$ cat src/hw/rtl/vsg_pkg.sv
// shared types, constants and helpers for the viewport scissor and guard band block
package vsg_pkg;

  localparam int FRAC_BITS = 8;
  localparam int VW = 26;
  localparam int DW = 27;
  localparam int RW = DW + 1;
  localparam int QW = 32;
  localparam int DIV_BITS = 4;
  localparam int DIV_STAGES = QW / DIV_BITS;

  localparam logic [1:0] GEN_OLD = 2'd0;
  localparam logic [1:0] GEN_SECOND = 2'd1;
  localparam logic [1:0] GEN_THIRD = 2'd2;

  localparam logic [1:0] REG_GEN = 2'd0;
  localparam logic [1:0] REG_BYPASS = 2'd1;
  localparam logic [1:0] REG_DISCARD = 2'd2;

  localparam logic [15:0] MAXS_OLD = 16'd8192;
  localparam logic [15:0] MAXS_NEW = 16'd16384;
  localparam logic [16:0] TWO_R_OLD = 17'd32766;
  localparam logic [16:0] TWO_R_NEW = 17'd65534;

  localparam logic signed [VW-1:0] ONE = VW'(1 << FRAC_BITS);

  typedef struct packed {
    logic [1:0]  gen;
    logic        bypass;
    logic [23:0] disc;
  } cfg_t;

  typedef struct packed {
    logic [31:0] tl;
    logic [30:0] br;
  } side_t;

  typedef struct packed {
    logic [DW-1:0] wx;
    logic [DW-1:0] wy;
    logic [RW-1:0] rgx;
    logic [RW-1:0] rgy;
    logic [RW-1:0] rdx;
    logic [RW-1:0] rdy;
    logic [QW-1:0] qgx;
    logic [QW-1:0] qgy;
    logic [QW-1:0] qdx;
    logic [QW-1:0] qdy;
    side_t         side;
  } div_t;

  function automatic logic signed [VW-1:0] trunc_q(input logic signed [VW-1:0] v);
    logic [VW-1:0] mag;
    mag = v[VW-1] ? VW'(-v) : v;
    mag = mag >> FRAC_BITS;
    return v[VW-1] ? -signed'(mag) : signed'(mag);
  endfunction

  function automatic logic signed [VW-1:0] ceil_q(input logic signed [VW-1:0] v);
    logic [VW-1:0] mag;
    if (v[VW-1]) begin
      mag = VW'(-v);
      mag = mag >> FRAC_BITS;
      return -signed'(mag);
    end
    mag = (v + ONE - VW'(1)) >> FRAC_BITS;
    return signed'(mag);
  endfunction

endpackage

$ cat src/hw/rtl/vsg_div_stage.sv
// one divider stage: a few quotient bits for each of the four lanes
module vsg_div_stage (
  input  logic          clk,
  input  logic          rst,
  input  logic          en,
  input  logic          in_valid,
  input  vsg_pkg::div_t in_d,
  output logic          out_valid,
  output vsg_pkg::div_t out_d
);
  import vsg_pkg::*;

  function automatic logic [RW+QW-1:0] steps(input logic [RW-1:0] r, input logic [QW-1:0] q,
                                             input logic [DW-1:0] d);
    logic [RW-1:0] rr;
    logic [QW-1:0] qq;
    rr = r;
    qq = q;
    for (int i = 0; i < DIV_BITS; i++) begin
      rr = {rr[RW-2:0], qq[QW-1]};
      qq = {qq[QW-2:0], 1'b0};
      if (rr >= {1'b0, d}) begin
        rr = rr - {1'b0, d};
        qq[0] = 1'b1;
      end
    end
    return {rr, qq};
  endfunction

  div_t d_next;

  always_comb begin
    d_next = in_d;
    {d_next.rgx, d_next.qgx} = steps(in_d.rgx, in_d.qgx, in_d.wx);
    {d_next.rgy, d_next.qgy} = steps(in_d.rgy, in_d.qgy, in_d.wy);
    {d_next.rdx, d_next.qdx} = steps(in_d.rdx, in_d.qdx, in_d.wx);
    {d_next.rdy, d_next.qdy} = steps(in_d.rdy, in_d.qdy, in_d.wy);
  end

  always_ff @(posedge clk) begin
    if (rst) begin
      out_valid <= 1'b0;
    end else if (en) begin
      out_valid <= in_valid;
    end
  end

  always_ff @(posedge clk) begin
    if (en) begin
      out_d <= d_next;
    end
  end

endmodule

$ cat config.mk
export PLATFORM = sky130hd
export DESIGN_NAME = vsg_div_stage
export DESIGN_NICKNAME = d
export VERILOG_FILES = /design/src/hw/rtl/vsg_pkg.sv /design/src/hw/rtl/vsg_div_stage.sv
export SDC_FILE = /design/constraint.sdc
export NUM_CORES = 2
export LEC_CHECK = 0
export BUFFER_PORTS_ARGS = -buffer_cell sky130_fd_sc_hd__buf_4
export CAP_MARGIN = 25
export CORE_AREA = 2 2 281 283
export DETAILED_ROUTE_END_ITERATION = 16
export DIE_AREA = 0 0 283 285
export GPL_TIMING_DRIVEN = 0
export MAX_ROUTING_LAYER = met4
export PLACE_DENSITY = 0.75
export SKIP_LAST_GASP = 1
export SLEW_MARGIN = 20
export SYNTH_ARGS = -nofsm -noshare
export SYNTH_HDL_FRONTEND = slang
export SYNTH_SLANG_ARGS = --single-unit
$ cat constraint.sdc
create_clock -name clk -period 23.1 [get_ports clk]
set_input_delay 1.155 -clock clk [delete_from_list [all_inputs] [get_ports clk]]
set_output_delay 1.155 -clock clk [all_outputs]
set_load 0.005 [all_outputs]
* Word-level counts from Yosys, hierarchy flattened
Cells that the tools add are included.
** Operators by class
- Add/subtract/negate cells :: 16
- $mul :: 0
- Div/mod/pow operators :: 0
- $lt $le $gt $ge :: 16
- Eq/ne operators :: 0
- Shift operators :: 0
- Muxes and demuxes :: 32
- Bitwise logic cells :: 0
- Reduce and logical (&&, ||, !) cells :: 0
** Operators with widths (count)
- 28-bit by 27-bit >= comparator with 1-bit output :: 16
- 27-bit 2-to-1 mux :: 12
- 27-bit subtractor :: 12
- 28-bit 2-to-1 mux :: 4
- 28-bit by 27-bit subtractor with 28-bit output :: 4
- 1-bit 2-to-1 mux :: 16
** Word-level totals
- Flip-flop bits (word level) :: 358
- Latch bits :: 0
- Memory bits (writable) :: 0
- ROM bits :: 0
- Input bits :: 361
- Output and inout bits :: 358
- Memories kept :: 0

* Logic depth before layout (Yosys ltp)
- Word-level depth :: 8
- Mapped depth :: 58
- Depth with buffers taken out :: 50

* Least setup slack after synthesis
Ideal clock, no wire load.
- Path type :: input-to-reg
- Start :: input port in_d[94] (netlist name)
- End :: register out_d[216] (netlist name) (data pin)
- Data arrival time :: 12.532 ns
- Path slack :: 10.307 ns
- Stages :: 53
- Buffers on the path :: 6
- Cell sequence :: inv_1 ha_1 fa_1 nand2b_1 a211o_1 a211o_1 a21oi_1 o211a_1 nor2_1 inv_1 clkbuf_1 buf_1 nor2_1 a21oi_1 ha_1 and3_1 and2_1 a221o_1 [... 17 more ...] or2_1 buf_2 buf_4 buf_2 nand2_1 nand2_1 ha_1 a21oi_1 and2_1 a21oi_1 o31a_1 o32ai_1 o31ai_1 a2111oi_1 o21bai_1 a21o_1 xor2_1 a221o_1
** RTL lines
- from (decl) :: RTL line vsg_div_stage.sv:7 : input vsg_pkg::div_t in_d,
- to (signal assigned) :: RTL line vsg_div_stage.sv:50 : out_d <= d_next;
- to (decl) :: RTL line vsg_div_stage.sv:9 : output vsg_pkg::div_t out_d

==> results.txt <==
Share of flip-flops with an asynchronous set or reset = 0%
Post-layout util = 59.1%
DIE HEIGHT = 285 um
Final hold violations = 0
Starting Density = 48.4%
CTS Buf Count = 42
VDD IR max = 0.000181 V
NumNets Final = 5750
Clk Latency, worst-skew pair = 0.58 ns
Final ANT Viol Nets = 0
Seq pwr share = 13.9%
Max Root-Sink Buffers = 3
Clk network pwr share = 9.0%
Area of the core = 78000 um^2
Setup TNS Final = 0 ns
# DRC = 0
Commonest cells after routing, fill and taps aside = buf_4, ha_1, a21oi_1, edfxtp_1, nand2_1
WL per Instance = 22.0 um
Pwr dens = 177 nW/um^2
Hold_buf cts = 0
Post-Synthesis Cells = 4180
RSZ-0062 raised after global routing = false
Cell Area, Synth = 37800 um^2
Normalized max-slew margin = 30.0%
CP arrival = 16.04 ns
Clock sink total = 358
Worst hold path type = reg -> reg
CP max stage cell = o21ai_1
CP Data Required Time = 23.41 ns
Max Slew Vio Count = 0
Synth warn = 0
Synth area leaders = edfxtp_1, ha_1, xnor2_1
DP Worst Slack = 7.19 ns
Sequential cell area = 10700 um^2
NetSw = 3.82 mW
First-pass GRT wire length = 197000 um
Worst clock skew = 0 ns
Via Count = 36300
Syn Area/Cell = 9.04 um^2
RD Place Congestion = 0.997
Cell mode on critical path = a21oi_1
Largest net degree at the start of global routing = 103
Combinational fraction of design power = 77.0%
Area delta synth->final = 21.9%
Top-level I/O count = 719
Synth top area share = 28.4%
Share of layout cells above drive strength 1 = 21.7%
DP Area = 44500 um^2
Post_cts resized = 0
Root Buffer = clkbuf_16
Final WL = 133000 um
Endpoints failing setup = 0
Int Pwr = 4.31 mW
Max Cap Viol = 0
Max FO, Critical Path = 10
Crit. End Element = flop
Area of the multi-input gates = 25700 um^2
Vias in the first global route = 33700
Die area = 80700 um^2
Worst slew pin tran = 1.04 ns
Final setup margin = 7.38 ns
Net Count, Synth = 4989
Design Area, Final = 46100 um^2
Die X-Extent = 283 um
Number of fill cells = 6874
Vias/cell = 6.02
Placement row count = 103
Post-CTS Setup Inserts = 0
P_leak = 20.4 nW
Outcome = finished clean
Tcrit/Tclk final = 68.1%
Iter 0 DRT Violations = 3235
Port buffer count = 714
Register area share after synthesis = 28.4%
Clock-pin slew on the worst setup and hold paths = 0.06 ns
Detailed placer's ending HPWL = 110000 um
Max Freq = 63.6 MHz
DR pass1 iterations = 6
Synth Flop Type = edfxtp_1
Most common cell after layout, fill and taps aside = buf_4
CTS tree = yes
Worst hold slack = 0.503 ns
H-tree depth = 2
Min Tclk post-route = 15.72 ns
Crit path largest cell delay = 0.80 ns
Post-synth EDFFs = 357
CP Class = in -> reg
Crit path launch type = input pin
Netlist cell types = 101
Seq cells post-synth = 358
GR Util All Layers = 32.1%
Grt ovf = 0
Switching Share = 47.0%
Dominant cell type by area after synthesis = edfxtp_1
Initial antenna violation count = 11
[metal layers]
metal | GRT usage (%) | part of all wire, %
met5 | - | 0
met3 | 4.92 | 7.7
met1 | 41.5 | 42
met4 | 9.31 | 2.9
met2 | 52.0 | 47
[sequential cells by signal, summed over array words and instances (netlist names)]
name       count
out_d        357
out_valid      1
[final timing paths]
kind / startpoint / endpoint / slack (ns) / cells past startpoint
setup / recovery: in_d[303] / out_d[197] / 7.38 / 54
hold / removal: out_valid / out_valid / 0.50 / 2
setup reg to reg: out_valid / out_valid / 22.51 / 2
hold reg to reg: out_valid / out_valid / 0.50 / 2
[power groups by stage]
stage	logic (mW)	registers, mW	clock network (mW)
6_report	6.27	1.13	0.736
5_1_grt	6.82	1.15	0.772
4_1_cts	6.16	1.13	0.753
3_5_place_dp	6.11	1.14	0
3_3_place_gp	6.06	1.14	0
2_1_floorplan	4.54	1.16	0
[layout make-up]
| class | count | area share, % |
|---|---|---|
| Antenna cell | 10 | 0.0543 |
| Buffer | 91 | 1.10 |
| Timing Repair Buffer | 717 | 11.8 |
| Multi-Input combinational cell | 3517 | 55.8 |
| Clock buffer | 48 | 2.33 |
| Tap cell | 1050 | 2.85 |
| Inverter | 214 | 1.75 |
| Sequential cell | 358 | 23.3 |
| Clock inverter | 30 | 0.926 |
[worst max-delay path: cells and delay by family]
kind | cells | cell delay (ns)
compound gates | 23 | 6.28
buf+inv | 11 | 3.21
simple gates | 13 | 3.11
fa+ha+maj | 5 | 1.58
mux | 2 | 0.61
[synth_stat cells, drive strengths merged (12+ instances only)]
library cell / number
a31oi: 38
a221o: 34
nand2: 341
nand4: 59
buf: 58
nor2b: 54
fa: 16
o31ai: 47
edfxtp: 357
o221ai: 12
clkbuf: 33
o21a: 83
o21ai: 265
or4: 12
a21o: 163
a211o: 13
mux2: 190
a21boi: 26
inv: 214
or3: 31
or2: 17
ha: 432
nand2b: 47
a211oi: 38
a2111oi: 18
o21bai: 51
xnor2: 237
nor4: 13
nor2: 267
o211ai: 43
and2: 26
nor3: 98
o31a: 16
and3: 38
a31o: 13
a21oi: 404
xor2: 100
nand3: 101
mux2i: 55
[logic make-up after synthesis]
kind of cell / Yosys count / synth area share (%)
AOI/OAI and AO/OA: 1348 / 23.4
and+or+nand+nor: 1139 / 14.5
buffers and inverters: 305 / 3.48
xor gates and xnor gates: 337 / 7.81
muxes: 245 / 7.14
DFF: 358 / 28.4
adders and majority gates: 448 / 15.2
[metrics by stage]
step           std cells  power (mW)
2_1_floorplan       4180        5.70
3_3_place_gp        5944        7.20
3_5_place_dp        5947        7.26
4_1_cts             6025        8.05
5_1_grt             6035        8.74
6_report            6035        8.13
Power figures use the tool's default switching activity.
