## src/hw/rtl/vsg_pkg.sv

```systemverilog
// shared types, constants and helpers for the viewport scissor and guard band block
package vsg_pkg;

  localparam int FRAC_BITS = 8;
  localparam int VW = 26;
  localparam int DW = 27;
  localparam int RW = DW + 1;
  localparam int QW = 32;
  localparam int DIV_BITS = 4;
  localparam int DIV_STAGES = QW / DIV_BITS;

  localparam logic [1:0] GEN_OLD = 2'd0;
  localparam logic [1:0] GEN_SECOND = 2'd1;
  localparam logic [1:0] GEN_THIRD = 2'd2;

  localparam logic [1:0] REG_GEN = 2'd0;
  localparam logic [1:0] REG_BYPASS = 2'd1;
  localparam logic [1:0] REG_DISCARD = 2'd2;

  localparam logic [15:0] MAXS_OLD = 16'd8192;
  localparam logic [15:0] MAXS_NEW = 16'd16384;
  localparam logic [16:0] TWO_R_OLD = 17'd32766;
  localparam logic [16:0] TWO_R_NEW = 17'd65534;

  localparam logic signed [VW-1:0] ONE = VW'(1 << FRAC_BITS);

  typedef struct packed {
    logic [1:0]  gen;
    logic        bypass;
    logic [23:0] disc;
  } cfg_t;

  typedef struct packed {
    logic [31:0] tl;
    logic [30:0] br;
  } side_t;

  typedef struct packed {
    logic [DW-1:0] wx;
    logic [DW-1:0] wy;
    logic [RW-1:0] rgx;
    logic [RW-1:0] rgy;
    logic [RW-1:0] rdx;
    logic [RW-1:0] rdy;
    logic [QW-1:0] qgx;
    logic [QW-1:0] qgy;
    logic [QW-1:0] qdx;
    logic [QW-1:0] qdy;
    side_t         side;
  } div_t;

  function automatic logic signed [VW-1:0] trunc_q(input logic signed [VW-1:0] v);
    logic [VW-1:0] mag;
    mag = v[VW-1] ? VW'(-v) : v;
    mag = mag >> FRAC_BITS;
    return v[VW-1] ? -signed'(mag) : signed'(mag);
  endfunction

  function automatic logic signed [VW-1:0] ceil_q(input logic signed [VW-1:0] v);
    logic [VW-1:0] mag;
    if (v[VW-1]) begin
      mag = VW'(-v);
      mag = mag >> FRAC_BITS;
      return -signed'(mag);
    end
    mag = (v + ONE - VW'(1)) >> FRAC_BITS;
    return signed'(mag);
  endfunction

endpackage

```

## src/hw/rtl/vsg_front.sv

```systemverilog
// front stages: corners, rounding, scissor, packing and divider setup
module vsg_front (
  input  logic           clk,
  input  logic           rst,
  input  logic           en,
  input  logic           in_valid,
  input  logic [23:0]    scale_x,
  input  logic [23:0]    scale_y,
  input  logic [23:0]    translate_x,
  input  logic [23:0]    translate_y,
  input  logic [14:0]    user_min_x,
  input  logic [14:0]    user_min_y,
  input  logic [14:0]    user_max_x,
  input  logic [14:0]    user_max_y,
  input  logic           user_scissor_enable,
  input  vsg_pkg::cfg_t  cfg,
  output logic           out_valid,
  output vsg_pkg::div_t  out_d
);
  import vsg_pkg::*;

  // stage a
  logic a_v;
  logic signed [VW-1:0] ax0, ay0, ax1, ay1;
  logic a_full;
  logic [14:0] a_umx0, a_umy0, a_umx1, a_umy1;
  logic a_use;

  // stage b
  logic b_v;
  logic signed [VW-1:0] vx0, vy0, vx1, vy1;
  logic [14:0] b_umx0, b_umy0, b_umx1, b_umy1;
  logic b_use;

  logic signed [VW-1:0] sxe, sye, txe, tye;
  logic signed [VW-1:0] ex0, ey0, ex1, ey1;

  assign sxe = {{(VW-24){scale_x[23]}}, scale_x};
  assign sye = {{(VW-24){scale_y[23]}}, scale_y};
  assign txe = {{(VW-24){translate_x[23]}}, translate_x};
  assign tye = {{(VW-24){translate_y[23]}}, translate_y};
  assign ex0 = txe - sxe;
  assign ey0 = tye - sye;
  assign ex1 = txe + sxe;
  assign ey1 = tye + sye;

  always_ff @(posedge clk) begin
    if (rst) begin
      a_v <= 1'b0;
    end else if (en) begin
      a_v <= in_valid;
    end
  end

  always_ff @(posedge clk) begin
    if (en) begin
      a_full <= (ex0 == -ONE) && (ey0 == -ONE) && (ex1 == ONE) && (ey1 == ONE);
      ax0 <= (ex0 > ex1) ? ex1 : ex0;
      ax1 <= (ex0 > ex1) ? ex0 : ex1;
      ay0 <= (ey0 > ey1) ? ey1 : ey0;
      ay1 <= (ey0 > ey1) ? ey0 : ey1;
      a_umx0 <= user_min_x;
      a_umy0 <= user_min_y;
      a_umx1 <= user_max_x;
      a_umy1 <= user_max_y;
      a_use <= user_scissor_enable;
    end
  end

  logic [15:0] maxs;
  assign maxs = (cfg.gen != GEN_OLD) ? MAXS_NEW : MAXS_OLD;

  always_ff @(posedge clk) begin
    if (rst) begin
      b_v <= 1'b0;
    end else if (en) begin
      b_v <= a_v;
    end
  end

  always_ff @(posedge clk) begin
    if (en) begin
      if (a_full) begin
        vx0 <= '0;
        vy0 <= '0;
        vx1 <= VW'(maxs);
        vy1 <= VW'(maxs);
      end else begin
        vx0 <= trunc_q(ax0);
        vy0 <= trunc_q(ay0);
        vx1 <= ceil_q(ax1);
        vy1 <= ceil_q(ay1);
      end
      b_umx0 <= a_umx0;
      b_umy0 <= a_umy0;
      b_umx1 <= a_umx1;
      b_umy1 <= a_umy1;
      b_use <= a_use;
    end
  end

  function automatic logic [15:0] clampv(input logic signed [VW-1:0] v, input logic [15:0] m);
    if (v[VW-1]) return '0;
    if (v > signed'(VW'(m))) return m;
    return v[15:0];
  endfunction

  // stage c combinational
  logic [15:0] fx0, fy0, fx1, fy1;
  logic signed [VW:0] wxs, wys, sumx, sumy;
  logic [VW:0] absx, absy;
  logic signed [VW+2:0] numx, numy;
  logic [16:0] two_r;
  div_t c_d;

  always_comb begin
    if (cfg.bypass) begin
      fx0 = '0;
      fy0 = '0;
      fx1 = maxs;
      fy1 = maxs;
    end else begin
      fx0 = clampv(vx0, maxs);
      fy0 = clampv(vy0, maxs);
      fx1 = clampv(vx1, maxs);
      fy1 = clampv(vy1, maxs);
    end
    if (b_use) begin
      if ({1'b0, b_umx0} > fx0) fx0 = {1'b0, b_umx0};
      if ({1'b0, b_umy0} > fy0) fy0 = {1'b0, b_umy0};
      if ({1'b0, b_umx1} < fx1) fx1 = {1'b0, b_umx1};
      if ({1'b0, b_umy1} < fy1) fy1 = {1'b0, b_umy1};
    end
    if (cfg.gen != GEN_OLD) begin
      if (fx1 == 16'd0) fx0 = 16'd1;
      if (fy1 == 16'd0) fy0 = 16'd1;
      if (cfg.gen != GEN_SECOND && fx1 == 16'd1 && fy1 == 16'd1) fx1 = 16'd2;
    end

    two_r = (cfg.gen != GEN_OLD) ? TWO_R_NEW : TWO_R_OLD;
    wxs = {vx1[VW-1], vx1} - {vx0[VW-1], vx0};
    wys = {vy1[VW-1], vy1} - {vy0[VW-1], vy0};
    if (wxs <= 0) wxs = (VW+1)'(1);
    if (wys <= 0) wys = (VW+1)'(1);
    sumx = {vx1[VW-1], vx1} + {vx0[VW-1], vx0};
    sumy = {vy1[VW-1], vy1} + {vy0[VW-1], vy0};
    absx = sumx[VW] ? (VW+1)'(-sumx) : sumx;
    absy = sumy[VW] ? (VW+1)'(-sumy) : sumy;
    numx = signed'((VW+3)'(two_r)) - signed'((VW+3)'(absx));
    numy = signed'((VW+3)'(two_r)) - signed'((VW+3)'(absy));

    c_d.wx = wxs[DW-1:0];
    c_d.wy = wys[DW-1:0];
    c_d.rgx = '0;
    c_d.rgy = '0;
    c_d.rdx = '0;
    c_d.rdy = '0;
    c_d.qgx = numx[VW+2] ? '0 : {numx[15:0], 16'd0};
    c_d.qgy = numy[VW+2] ? '0 : {numy[15:0], 16'd0};
    c_d.qdx = {cfg.disc, 8'd0};
    c_d.qdy = {cfg.disc, 8'd0};
    c_d.side.tl = {1'b1, fy0[14:0], 1'b0, fx0[14:0]};
    c_d.side.br = {fy1[14:0], 1'b0, fx1[14:0]};
  end

  always_ff @(posedge clk) begin
    if (rst) begin
      out_valid <= 1'b0;
    end else if (en) begin
      out_valid <= b_v;
    end
  end

  always_ff @(posedge clk) begin
    if (en) begin
      out_d <= c_d;
    end
  end

endmodule

```

## config.mk

```make
export PLATFORM = sky130hd
export DESIGN_NAME = vsg_front
export DESIGN_NICKNAME = d
export VERILOG_FILES = /design/src/hw/rtl/vsg_pkg.sv /design/src/hw/rtl/vsg_front.sv
export SDC_FILE = /design/constraint.sdc
export NUM_CORES = 1
export LEC_CHECK = 0
export BUFFER_PORTS_ARGS = -buffer_cell sky130_fd_sc_hd__buf_2
export CORE_ASPECT_RATIO = 1.4
export CORE_MARGIN = 2
export CORE_UTILIZATION = 40
export DETAILED_ROUTE_END_ITERATION = 8
export SYNTH_ARGS = -nofsm -noshare
export SYNTH_HDL_FRONTEND = slang
export SYNTH_SLANG_ARGS = --single-unit
```

## constraint.sdc

```tcl
create_clock -name clk -period 5.3 [get_ports clk]
set_input_delay 1.06 -clock clk [delete_from_list [all_inputs] [get_ports clk]]
set_output_delay 1.06 -clock clk [all_outputs]
set_load 0.02 [all_outputs]
```

* Word-level counts from Yosys, hierarchy flattened
Index checks and enable logic that the tools add are counted.
** Storage, ports and cells
- Flip-flop bits (word level) :: 536
- Output and inout bits :: 358
** Operators by class
- Add/subtract/negate cells :: 24
- Magnitude comparators :: 12
- Equality and inequality tests :: 7
- Mux-type cells :: 78
- Bitwise operators :: 4
- Reduce and logical (&&, ||, !) cells :: 12
** Operators with widths (number)
- 2-to-1 mux 16 bit :: 27
- 2-to-1 mux 26 bit :: 8
- 2-to-1 mux 15 bit :: 11
- > comparator 26 x 16 -> 1 bit :: 4
- negation 18 -> 26 bit :: 4
- negation 26 bit :: 4
- 2-to-1 mux 18 bit :: 4
- subtractor 16 x 27 -> 28 bit :: 2
- adder 26 x 26 -> 27 bit :: 2
- <= comparator 27 x 1 -> 1 bit (second input constant) :: 2
- 2-to-1 mux 27 bit :: 2
- negation 27 bit :: 2
- subtractor 26 x 26 -> 27 bit :: 2
- adder 26 x 10 -> 26 bit (second input constant) :: 2
- subtractor 26 x 2 -> 26 bit (second input constant) :: 2
- adder 24 x 24 -> 25 bit :: 2
- == test 25 x 10 -> 1 bit (second input constant) :: 2
- == test 25 x 9 -> 1 bit (second input constant) :: 2
- > comparator 25 bit :: 2
- subtractor 24 x 24 -> 25 bit :: 2
- == test 16 x 1 -> 1 bit (second input constant) :: 2
- > comparator 15 x 16 -> 1 bit :: 2
- logical NOT 16 bit :: 2
- < comparator 15 x 16 -> 1 bit :: 2
- 6 further kinds :: 41

* Depth between registers and ports, before layout
Gate-level depths: netlist of run 1.
- Depth in word-level cells :: 17
- Mapped depth :: 28

* Worst setup path before layout of run 1
OpenSTA, ideal clock, no wires.
- Path type :: input port to flip-flop
- From :: input scale_x[0]
- To :: register ax1[20], data pin
- Library setup time :: 0.268 ns
- Arrival :: 5.449 ns
- Data required time :: 5.032 ns
- Path slack :: -0.417 ns
- Stages :: 27
- Path buffers :: 2
- Cells stage by stage :: ha_1 fa_1 nor2b_1 o21a_1 o21ba_2 o211ai_1 nand2_1 a221oi_1 o21bai_1 a21oi_1 xor2_1 inv_1 ha_1 a21o_1 a21oi_1 nor2b_1 o21ai_0 nand2b_1 a21oi_1 nor2_1 a2111oi_0 a41o_1 mux2i_1 clkbuf_1 clkbuf_1 nand2_1 o21ai_0
** Between the ends
- Longest elaborated chain between the ends :: 3
- Elaborated cells on any way between the ends :: 4
- Those cells by class :: add/sub (2); order compare (1); mux (1)
** RTL lines
- start, declared :: RTL line vsg_front.sv:7 : input logic [23:0] scale_x,
- subtractor 24 x 24 -> 25 bit or adder 24 x 24 -> 25 bit (tied branches) :: RTL line vsg_front.sv:42, vsg_front.sv:44
- > comparator 25 bit :: RTL line vsg_front.sv:59 : ax1 <= (ex0 > ex1) ? ex0 : ex1;
- 2-to-1 mux 26 bit (*) :: RTL line vsg_front.sv:59
- end signal, assigned :: RTL line vsg_front.sv:59
- end, declared :: RTL line vsg_front.sv:24 : logic signed [VW-1:0] ax0, ay0, ax1, ay1;
Mark *: on every way between the ends. The rest lies on a longest branch, timed or not.
A chain may end at the register's enable or synchronous reset.

* Final worst setup path of run 1
- From :: input scale_x[0]
- To :: register ax1[9], data pin
Same word-level chain as after synthesis.

==> results of run 1 <==
[power by group through the flow]
| stage | combinational (mW) | clock (mW) | sequential [mW] |
|---|---|---|---|
| final | 7.25 | 3.83 | 5.77 |
| after global routing | 8.01 | 4.07 | 5.84 |
| after CTS | 7.01 | 3.95 | 5.76 |
| after detailed placement | 6.98 | 0 | 5.85 |
| after global placement | 6.89 | 0 | 5.83 |
| after floorplan | 4.74 | 0 | 5.78 |
[cell usage after synthesis, types with 74 or more instances]
cell      number  share of area [%]
nor3_1       113                1.5
buf_4        189                3.7
a21oi_1      243                3.2
clkbuf_1     143                1.4
edfxtp_1     495                 39
xnor2_1      182                4.2
xor2_1        95                2.2
nor4_1        74                1.2
nand2_1      305                3.0
o21ai_0      217                2.8
nor2_1       445                4.4
inv_1        271                2.7
ha_1         315                 10
nand3_1      107                1.4
[state kept, by name (all words and copies together) (netlist names)]
register / count
out_d: 170
vx0: 26
vx1: 26
vy0: 26
vy1: 26
ax0: 25
ay0: 25
ax1: 24
ay1: 24
a_umx0: 15
a_umx1: 15
a_umy0: 15
a_umy1: 15
b_umx0: 15
b_umx1: 15
b_umy0: 15
b_umy1: 15
a_full: 1
a_use: 1
a_v: 1
b_use: 1
b_v: 1
out_valid: 1
[kinds of logic after synthesis]
logic type | Yosys count
other | 2
XOR/XNOR | 277
adder cells (fa/ha/maj) | 324
AND/OR/NAND/NOR | 1412
flip-flops | 498
buffers and inverters | 628
multiplexers | 84
AO/OA/AOI/OAI | 909
[how the worst max path moves through the flow]
stage,end,slack (ns),cells after the start
after global placement,ax0[1],-0.72,25
after CTS,ax1[2],0.03,28
after floorplan,ax0[20],-0.12,27
final,ax1[9],0.25,27
after detailed placement,ax0[1],-0.83,27
after global routing,ay1[11],-0.005,27
[through the flow]
step	cell area [µm²]	std cells	hold WS [ns]
detailed placement	43200	5923	0.405
floorplan	38900	4297	0.400
finish	45400	6030	0.396
global placement	43200	5923	0.402
CTS	45000	6015	0.397
global route	45400	6030	0.418
[what timing repair did]
action                     in CTS  in global routing
gates resized for setup         3                 39
setup buffers                   0                 10
cloned                          0                  6
pin swaps                       0                 24
setup endpoints to repair      46                 96
hold endpoints to repair        0                  0
[layer usage]
metal  vias up  global-route usage, %  part of all wire, %
li1      15800                      -                    -
met1     15100                   25.1                   41
met2       796                   38.8                   51
met3       178                   2.19                  3.8
met4         4                   8.37                  4.2
met5         -                      0                0.021
[layout make-up]
type / count / area share [%]
multi-input combinational: 3171 / 46.4
sequential: 498 / 32.9
inverter: 272 / 2.25
clock inverter: 38 / 1.08
clock buffer: 54 / 2.79
timing repair buffer: 773 / 11.3
tap: 1224 / 3.37
==> out/metrics.cfg, run 1 <==
[hold_path]
min_from=a_umy0[13]
hold_path_depth=0
hold_path_end=b_umy0[13]
min_path_type=register to register

[clocking]
cts_tree=yes
cts_hold_buf=0
cts_buffers=50
cts.htree.levels=2
clockBufferDepth=3
insertion_delay_ns=0.64
clockRootBuffer=clkbuf_16
path_clk_slew_ns=0.07
cts_sinks=498

[placement]
dp_slack_ns=-0.825
routabilityCongestion=0.917
io_buffers=382
dpl.hpwl_um=87000

[detailed_routing]
wire_per_inst_um=17.9
first_pass_iters=5
drtIter0Drc=2386
vias_per_cell=5.30
drc=0
drtAntennaViolNets=0
routed_wl_um=108000
via_count=31900

[grt]
grt_pass1_wl_um=165000
grt_max_degree=94
grt_usage_pct=21.1
antenna_found_initial=2
grt_pass1_vias=30600
grt_overflow=0

[logic_synthesis]
synthDistinctLibCells=102
synth_flop_cell=edfxtp_1
syn_inst=4134
synth_warnings=0
ys_seq_area_share_pct=39.1
synth_xor_area_share_pct=6.35
synth_top_family_by_area=simple AND/OR/NAND/NOR gates
synth_compound_area_share_pct=15.3
synth_edf_count=495
async_reset_ff_share_pct=0
synth.avg_cell_area_um2=9.24
synth_simple_gate_area_share_pct=18.0
synthMuxAreaShare_pct=2.32
syn_area_um2=38200
ys_ff_latch=498
synthAdderAreaFrac_pct=10.8

[power_and_ir_drop]
ir_worst_vdd_mv=0.255
p_per_area_nw_per_um2=371
power.total_mw=16.9
switchingPower_mw=6.49
cellInternalPower_mw=10.4
pwr-share-clk_pct=22.8
comb_power_share_pct=43.0
switching_share_pct=38.5
power_leakage_nw=19.2
p_seq_share_pct=34.2

[worst_setup_path]
worstReg2RegEnd=out_d[157]
critPathTopFamily=compound AO/OA/AOI/OAI gates
rr_startpoint=vy0[3]
startpoint_type=primary input
critPathArrivalTime_ns=5.44
crit_top_cell=a21oi_2
worstSetupPathType=primary input to register
max_stage_delay_ns=0.34
cp-startpoint=scale_x[0]
path_buf_inv=4
r2r_slack_ns=0.38
cp_slowest_cell=fa_2
critPathMaxFanout=5
rr_worst_depth=18
crit_required_ns=5.70
end_kind=register

[sta]
slew-limit-headroom_pct=29.5
tightest_slew_ns=1.06
finalSetupViolations=0
hold_violations=0
worst_slack_ns=0.255
clock_skew_ns=0.0337
fin_crit_sh_pct=95.2
finalCriticalPeriod_ns=5.05
slew_violations=0
final.setup.tns_ns=0
clock.fmax_mhz=198

[finish]
final_nets=5277
layout_common_cells=edfxtp_1, nor2_1, buf_2
synthToLayoutAreaGrowth_pct=18.9
antenna_cells=0
layout.cells.most_common=edfxtp_1
seqCellArea_um2=14900
final_util_pct=47.8
fillers=9075
multi_input_area_um2=21000
drive_gt1_share_pct=20.6

[job]
drv_cap=0

[floorplanning]
core_um2=95100
initial_utilization_pct=40.2
die-area_um2=98000
die-width_um=265
row_count=134
io_pins=546
die_y_um=370

[status]
status=completed

Power figures use the tool's default switching activity.
==> inputs of run 2 (changes only) <==
==> constraint.sdc (replaced) <==
create_clock -name clk -period 5.3 [get_ports clk]
set_input_delay 0.265 -clock clk [delete_from_list [all_inputs] [get_ports clk]]
set_output_delay 0.265 -clock clk [all_outputs]
set_load 0.02 [all_outputs]
==> run 2 against run 1 <==
Die area unchanged. Critical endpoint is now out_d[155]. Count of clock-buffer cells in the layout increased by 2. Final cell count is 2.6% lower. Critical path type is now register to register.
==> out/metrics.cfg, run 2 (synthesis gave the netlist of run 1 again) <==
[sta]
rsz0062_at_grt=false
finalCriticalPeriod_ns=4.90  ; -0.142 ns
clock.fmax_mhz=204  ; +2.9%
slew_violations=0  ; unchanged
worst_slack_ns=0.397  ; +0.142 ns
clock_skew_ns=0.0313  ; -0.00238 ns
tightest_slew_ns=1.12  ; +0.0610 ns
finalSetupViolations=0  ; unchanged
slew-limit-headroom_pct=25.4  ; -4.1 points
hold_violations=0  ; unchanged
fin_crit_sh_pct=92.5  ; -2.7 points
final.setup.tns_ns=0  ; unchanged

[floorplanning]
die-area_um2=98000  ; unchanged
row_count=134  ; unchanged
die-width_um=265  ; unchanged
initial_utilization_pct=40.2  ; unchanged
core_um2=95100  ; unchanged
die_y_um=370  ; unchanged
io_pins=546  ; unchanged

[grt]
antenna_found_initial=4  ; +2
grt_pass1_vias=30200  ; -1.3%
grt_pass1_wl_um=164000  ; -0.71%
grt_overflow=0  ; unchanged
grt_usage_pct=21.0  ; -0.11 points
grt_max_degree=138  ; +47%

[detailed_routing]
drtIter0Drc=2274  ; -4.7%
vias_per_cell=5.36  ; +1.2%
wire_per_inst_um=18.1  ; +0.92%
drtAntennaViolNets=0  ; unchanged
routed_wl_um=106000  ; -1.7%
first_pass_iters=6  ; +1
drc=0  ; unchanged
via_count=31500  ; -1.5%

[finish]
largest_reg_flops=170  ; unchanged
drive_gt1_share_pct=15.2  ; -5.4 points
largest-register=out_d
synthToLayoutAreaGrowth_pct=15.3
final_area_um2=44000  ; -3.0%
layout_common_cells=edfxtp_1, nor2_1, buf_2
final_nets=5115  ; -3.1%
layout.cells.most_common=edfxtp_1

[hold_path]
min_path_type=primary input to register

[placement]
io_buffers=382  ; unchanged
dpl.hpwl_um=85200  ; -2.1%
dp_slack_ns=0.0388  ; +0.864 ns
routabilityCongestion=0.908  ; -0.96%
postPlaceCellArea_um2=41400  ; -4.3%

[worst_setup_path]
startpoint_type=register
critPathArrivalTime_ns=5.26  ; -0.18 ns
end_kind=register
crit_required_ns=5.66  ; -0.04 ns
worstSetupPathType=register to register
critPathMaxFanout=15  ; +10

[power_and_ir_drop]
switchingPower_mw=6.31  ; -2.8%
pwr-share-clk_pct=23.3  ; +0.5 points
ir_worst_vdd_mv=0.247  ; -3.2%
power.total_mw=16.3  ; -3.2%
power_leakage_nw=18.3  ; -4.8%
cellInternalPower_mw=10.0  ; -3.4%
p_seq_share_pct=35.4  ; +1.2 points
comb_power_share_pct=41.3  ; -1.7 points
p_per_area_nw_per_um2=371  ; -0.12%
switching_share_pct=38.7  ; +0.15 points

[clocking]
cts.htree.levels=2  ; unchanged
insertion_delay_ns=0.63  ; about the same
cts_buffers=52  ; +4.0%
path_clk_slew_ns=0.06  ; about the same
cts_sinks=498  ; unchanged
clockBufferDepth=3  ; unchanged
clockRootBuffer=clkbuf_16
post_cts_buffers=0  ; unchanged
cts_tree=yes

[job]
drv_cap=0  ; unchanged

[status]
status=completed

## run 2: worst max-delay path, cell delays in order, from the launching register on
cell	delay, ns
edfxtp_1	0.45
inv_1	0.07
ha_1	0.49
nor2b_2	0.11
nor2_1	0.32
a31oi_1	0.21
xnor2_1	0.25
or4_1	0.61
or3_1	0.32
a22o_1	0.23
or4b_4	0.54
a2111oi_4	0.40
maj3_1	0.24
a211o_2	0.26
nor2_1	0.10
## run 2: through the flow
step	utilization (%)	std cells	hold WS [ns]
final	46.3	5871	0.0886
after global routing	46.3	5869	0.0829
after CTS	46.3	5868	0.0543
after detailed placement	43.5	5686	0.405
after global placement	43.5	5686	0.401
after floorplan	-	4297	0.337
## run 2: layer usage
layer	GRT usage [%]	share of wire [%]	wire length [µm]
met2	38.4	52	54800
met4	7.76	3.4	3660
met5	0	0.013	14
met1	25.3	41	43600
met3	2.24	3.9	4160
## run 2: power by group through the flow
| stage | registers, mW | logic, mW | clock network, mW |
|---|---|---|---|
| 6_report | 5.77 | 6.75 | 3.80 |
| 5_1_grt | 5.85 | 7.51 | 4.04 |
| 4_1_cts | 5.77 | 6.73 | 3.91 |
| 3_5_place_dp | 5.86 | 6.66 | 0 |
| 3_3_place_gp | 5.84 | 6.58 | 0 |
| 2_1_floorplan | 5.78 | 4.70 | 0 |
## run 2: layout make-up
cell class / count / area (µm²)
timing repair buffer: 609 / 3930
sequential: 498 / 14900
fill: 9134 / 51000
inverter: 272 / 1020
tap: 1224 / 1530
multi-input combinational: 3171 / 20900
clock buffer: 56 / 1340
clock inverter: 38 / 418
antenna: 3 / 7.51
## run 2: timing repair
action / CTS / global route
endpoints found under the setup margin: 0 / 0
hold buffers: 88 / 0
resized for setup: 0 / 0
hold endpoints to repair: 89 / 0
## run 2: path summary, 6_finish.rpt
check / cells past startpoint / start / end / slack [ns]
min: 3 / scale_x[0] / ax0[0] / 0.09
max: 14 / vy0[5] / out_d[155] / 0.40
max reg2reg: 14 / vy0[5] / out_d[155] / 0.40
min reg2reg: 0 / a_umy0[3] / b_umy0[3] / 0.41
